--- src/sv/lcp_pkg.sv ---
package lcp_pkg;
   localparam logic [1:0] CMD_READ   = 2'd0;
   localparam logic [1:0] CMD_WRITE  = 2'd1;
   localparam logic [1:0] CMD_REMOVE = 2'd2;
   localparam logic [1:0] CMD_CLEAR  = 2'd3;
   localparam int CAP_BITS = 7;
   localparam int CNT_BITS = 32;
   localparam logic [CAP_BITS-1:0] CAP_RESET = 7'd64;

   // controller to datapath commands
   typedef struct packed {
      logic lookup;   // register request, start tag compare
      logic apply;    // commit update from registered match
      logic clear;    // empty store and counters
   } cmd_type;

   // datapath to controller status
   typedef struct packed {
      logic is_clear;
   } sts_type;
endpackage

--- src/sv/lcp_ctrl.sv ---
module lcp_ctrl (
   input  logic              clock,
   input  logic              reset,
   input  logic              req_tvalid,
   output logic              req_tready,
   output logic              rsp_tvalid,
   input  logic              rsp_tready,
   input  lcp_pkg::sts_type  sts,
   output lcp_pkg::cmd_type  cmd
);
   localparam logic [1:0] ST_IDLE = 2'd0;
   localparam logic [1:0] ST_MATCH = 2'd1;
   localparam logic [1:0] ST_APPLY = 2'd2;
   localparam logic [1:0] ST_SEND = 2'd3;

   logic [1:0] state_ff, state_in;

   assign req_tready = (state_ff == ST_IDLE);
   assign rsp_tvalid = (state_ff == ST_SEND);

   // sequence one item: capture, match, apply, send
   always_comb begin
      state_in = state_ff;
      cmd = '0;
      case (state_ff)
         ST_IDLE: begin
            if (req_tvalid) begin
               cmd.lookup = 1'b1;
               state_in = ST_MATCH;
            end
         end
         ST_MATCH: state_in = ST_APPLY;
         ST_APPLY: begin
            cmd.apply = 1'b1;
            cmd.clear = sts.is_clear;
            state_in = ST_SEND;
         end
         ST_SEND: if (rsp_tready) state_in = ST_IDLE;
         default: state_in = ST_IDLE;
      endcase
   end

   always_ff @(posedge clock) begin
      if (reset) state_ff <= ST_IDLE;
      else state_ff <= state_in;
   end
endmodule

--- config.mk ---
export PLATFORM = sky130hd
export DESIGN_NAME = lcp_ctrl
export DESIGN_NICKNAME = d
export VERILOG_FILES = /design/src/sv/lcp_pkg.sv /design/src/sv/lcp_ctrl.sv
export SDC_FILE = /design/constraint.sdc
export NUM_CORES = 1
export LEC_CHECK = 0
export BUFFER_PORTS_ARGS = -buffer_cell sky130_fd_sc_hd__clkbuf_2
export CORE_AREA = 10 10 47 49
export CTS_CLUSTER_DIAMETER = 150
export CTS_CLUSTER_SIZE = 10
export DETAILED_ROUTE_END_ITERATION = 8
export DIE_AREA = 0 0 57 59
export PLACE_DENSITY_LB_ADDON = 0.15
export SYNTH_ARGS = -nofsm -noshare
export SYNTH_HDL_FRONTEND = slang
export SYNTH_SLANG_ARGS = --single-unit
--- constraint.sdc ---
create_clock -name clock -period 1.9 [get_ports clock]
set_clock_uncertainty 0.2 [all_clocks]
set_input_delay 0.38 -clock clock [delete_from_list [all_inputs] [get_ports clock]]
set_output_delay 0.38 -clock clock [all_outputs]
set_load 0.01 [all_outputs]
# After elaboration in Yosys (flattened, before gate mapping)
# Index checks and enable logic that the tools add are counted.
# W data, S select, Z words.
classes:
  n_eq_ne: 5
  mux: 6
  n_reduce_logical: 2
op_table:
  columns: ["cell", "count"]
  rows:
  - ["$pmux W2 S4", 1]
  - ["$mux W2", 3]
  - ["$eq A2 B2 Y1 const B", 2]
  - ["$eq A2 B1 Y1 const B", 1]
  - ["$logic_not A2 Y1", 1]
  - ["$mux W1", 2]
  - ["$ne A2 B1 Y1 const B", 1]
  - ["$ne A2 B2 Y1 const B", 1]
  - ["$reduce_and A2 Y1", 1]
word_totals:
  register_bits: 2
  inputBits: 5
  out_inout_bits: 5
  elab_cells: 14

# Depth between registers and ports, before layout
depth:
  depth_word: 3
  depth_mapped: 4
  ltp_nobuf: 4

# Worst setup path after synthesis
# Ideal clock, no wire load.
synth_timing:
  path_kind: "register -> register"
  startpoint: "reg state_ff[0]"
  endpoint: "reg state_ff[0]"
  setup_ns: 0.116
  arrival_time_ns: 1.117
  t_required_ns: 1.584
  slack_ns: 0.467
  path_stages_with_launch: 5
  n_path_buf: 0
  period_less_slack_ns: 1.433
  cell_sequence: "dfxtp_1 inv_1 ha_1 or3_1 o211a_1"
synth_between:
  elab_chain_cells: 3
  elab_cells_between_ends: 8
  cone_classes: "eq/ne (5); mux (1); reduce/logical (2)"
synth_lines:
  columns: ["element", "line", "rtl"]
  rows:
  - ["from (decl)", "lcp_ctrl.sv:16", "logic [1:0] state_ff, state_in;"]
  - ["from (signal assigned)", "lcp_ctrl.sv:45", "else state_ff <= state_in;"]
  - ["$logic_not A2 Y1 (*)", null, null]
  - ["net req_tready", "lcp_ctrl.sv:5", "output logic req_tready,"]
  - ["$ne A2 B2 Y1 (no source line)", null, null]
  - ["$reduce_and A2 Y1 (no source line)", null, null]
# The timed path passes the listed nets; every way through them passes the cells marked *.
# A chain may end at the register's enable or synchronous reset.

==> impl_metrics.tcl <==
set metrics [dict create \
    outcome "complete, no violations" \
    netlist_area_um2 158 \
    drive_gt1_share_pct 43.3 \
    slew_headroom_pct 84.8 \
    start_util_pct 11.2 \
    cts-htree-levels 1 \
    min_period_over_period_pct 90.4 \
    yosysMostFrequentCell "inv_1" \
    io_buffers 9 \
    min_period_ns 1.72 \
    finalHoldViolations 0 \
    yosysWarnings 0 \
    antenna_found_initial 0 \
    cts_tree "built" \
    synthFlopType "dfxtp_1" \
    cts-resized-gates 0 \
    yosysTopAreaCell "dfxtp_1" \
    ios 10 \
    swShare_pct 36.4 \
    drv_slew 0 \
    pwr-share-seq_pct 23.4 \
    dp.cells 43 \
    die_x_um 57 \
    cp_data_required_time_ns 1.32 \
    gr-total-overflow 0 \
    cts.hold.buffers_added 0 \
    largest-register "state_ff" \
    async_flop_share_pct 0 \
    avgViaCountPerCell 3.22 \
    worstMarginPinSlew_ns 0.229 \
    top_regs "state_ff: 2 flops" \
    grt_pass1_vias 153 \
    cts_sinks 2 \
    post-dp-hpwl_um 345 \
    syn_to_final_growth_pct 55.6 \
    synth_top_cell_area_share_pct 25.4 \
    grt_max_degree 5 \
    holdCritPathClass "in2reg" \
    power_density_nw_per_um2 1250 \
    crit_fanout 4 \
    layout.nets 40 \
    synth_cell_type_count 10 \
    finalSetupViolCount 0 \
    ant_nets 0 \
    ys_ff_latch 2 \
    combPwrFrac_pct 46.4 \
    critPathKind "reg2out" \
    fp.dieArea_um2 3360 \
    gp_congestion 0.683 \
    initialDrtViolationCount 3 \
    dp_slack_ns 0.416 \
    diodes 0 \
    clkTransAtPathRegs_ns 0.03 \
    clockPowerShare_pct 30.1 \
    yosys-top-cells-count "4 x inv_1, 3 x ha_1, 2 x and2_1, 2 x dfxtp_1, 2 x nand2_1" \
    rsz0062_at_grt "no" \
    post_drt_wl_per_cell_um 8.76 \
    fmax_mhz 582 \
    cellLeakagePower_nw 0.140 \
    numCtsBuffers 3 \
    ir_drop_mv 0.349 \
    grt_pass1_wl_um 745 \
    worst_slack_ns 0.182 \
    drv_cap 0 \
    critPathLaunchType "flop" \
    synthCells 18 \
    avgSynthCellArea_um2 8.76 \
    cp.arrival_ns 1.14 \
    largest_register_ffs 2 \
    seq_area_frac_synth_pct 25.4 \
    p_int_mw 0.196 \
    vias 148 \
    drc 0 \
    clock_latency_ns 0.22 \
    wl_um 403 \
    final_cell_count_no_fill 46 \
    drtPass1Iterations 4 \
    core_um2 1400 \
    root_buffer "clkbuf_4" \
    fin_setup_tns_ns 0 \
    row_count 14 \
    grt_use_total_pct 3.20 \
    postCtsSetupRepairBufs 0 \
    fp.dieH_um 59 \
    synth_nets 26 \
    power.switching_mw 0.112 \
    fillers 170 \
    cp-end-kind "output pin" \
    clockBufferDepth 2 \
    synth_edf_count 0 \
    synthTopCellsByArea "dfxtp_1 25%, ha_1 24%, inv_1 9.5%" \
]
layout make-up:
cell class                 instances  area, um2  area share, %
sequential                         2       40.0           16.3
inverter                           4       15.0           6.12
timing repair buffer               9       45.0           18.4
clock buffer                       3       22.5           9.18
tap                               16       20.0           8.16
multi-input combinational         12        103           41.8
cell usage in the layout (no fill, tap or decap), drive strengths merged:
master  Yosys  final
clkbuf      0     12
inv         4      4
ha          3      3
and2        2      2
nand2       2      2
dfxtp       2      2
nor2b       1      1
a21oi       1      1
mux2i       1      1
or3         1      1
o211a       1      1
per-layer routing:
metal	routed length, um	global-route usage, %
met5	0	0
met4	0	3.02
met3	52	3.86
met2	130	2.79
met1	221	3.44
logic make-up (layout without fill, tap and decap cells):
group | Yosys count | after routing | synth area share [%]
AND/OR/NAND/NOR | 6 | 6 | 25.4
buffers and inverters | 4 | 16 | 9.52
adder cells (fa/ha/maj) | 3 | 3 | 23.8
AO/OA/AOI/OAI | 2 | 2 | 9.52
flip-flops | 2 | 2 | 25.4
multiplexers | 1 | 1 | 6.35
path summary, 6_finish.rpt:
check	start	endpoint	cells after the start	slack, ns
worst max-delay path	state_ff[0]$_SDFFE_PP0P_	cmd[2]	4	0.18
worst min-delay path	reset	state_ff[0]$_SDFFE_PP0P_	3	0.23
worst max register to register	state_ff[0]$_SDFFE_PP0P_	state_ff[0]$_SDFFE_PP0P_	4	0.43
worst min register to register	state_ff[1]$_SDFFE_PP0P_	state_ff[1]$_SDFFE_PP0P_	2	0.30
power by group through the flow:
| stage | Sequential [mW] | Clock [mW] | Combinational, mW |
|---|---|---|---|
| 2_1_floorplan | 0.0690 | 0 | 0.0981 |
| 6_report | 0.0720 | 0.0927 | 0.143 |
| 5_1_grt | 0.0757 | 0.107 | 0.166 |
| 3_5_place_dp | 0.0725 | 0 | 0.144 |
| 4_1_cts | 0.0718 | 0.0999 | 0.145 |
| 3_3_place_gp | 0.0713 | 0 | 0.145 |
metrics by stage:
stage                     hold slack (ns)  area, um2  utilization, %  power [mW]
after detailed placement            0.304        223            15.9       0.217
after global placement              0.294        223            15.9       0.217
after CTS                           0.226        245            17.5       0.317
final                               0.233        245            17.5       0.308
after floorplan                     0.268        158               -       0.167
after global routing                0.242        245            17.5       0.349
worst max-delay path, stage by stage (launching register included):
cell,delay (ns)
dfxtp_1,0.34
inv_1,0.07
ha_1,0.23
and2_1,0.15
clkbuf_2,0.12
Power figures use the tool's default switching activity.
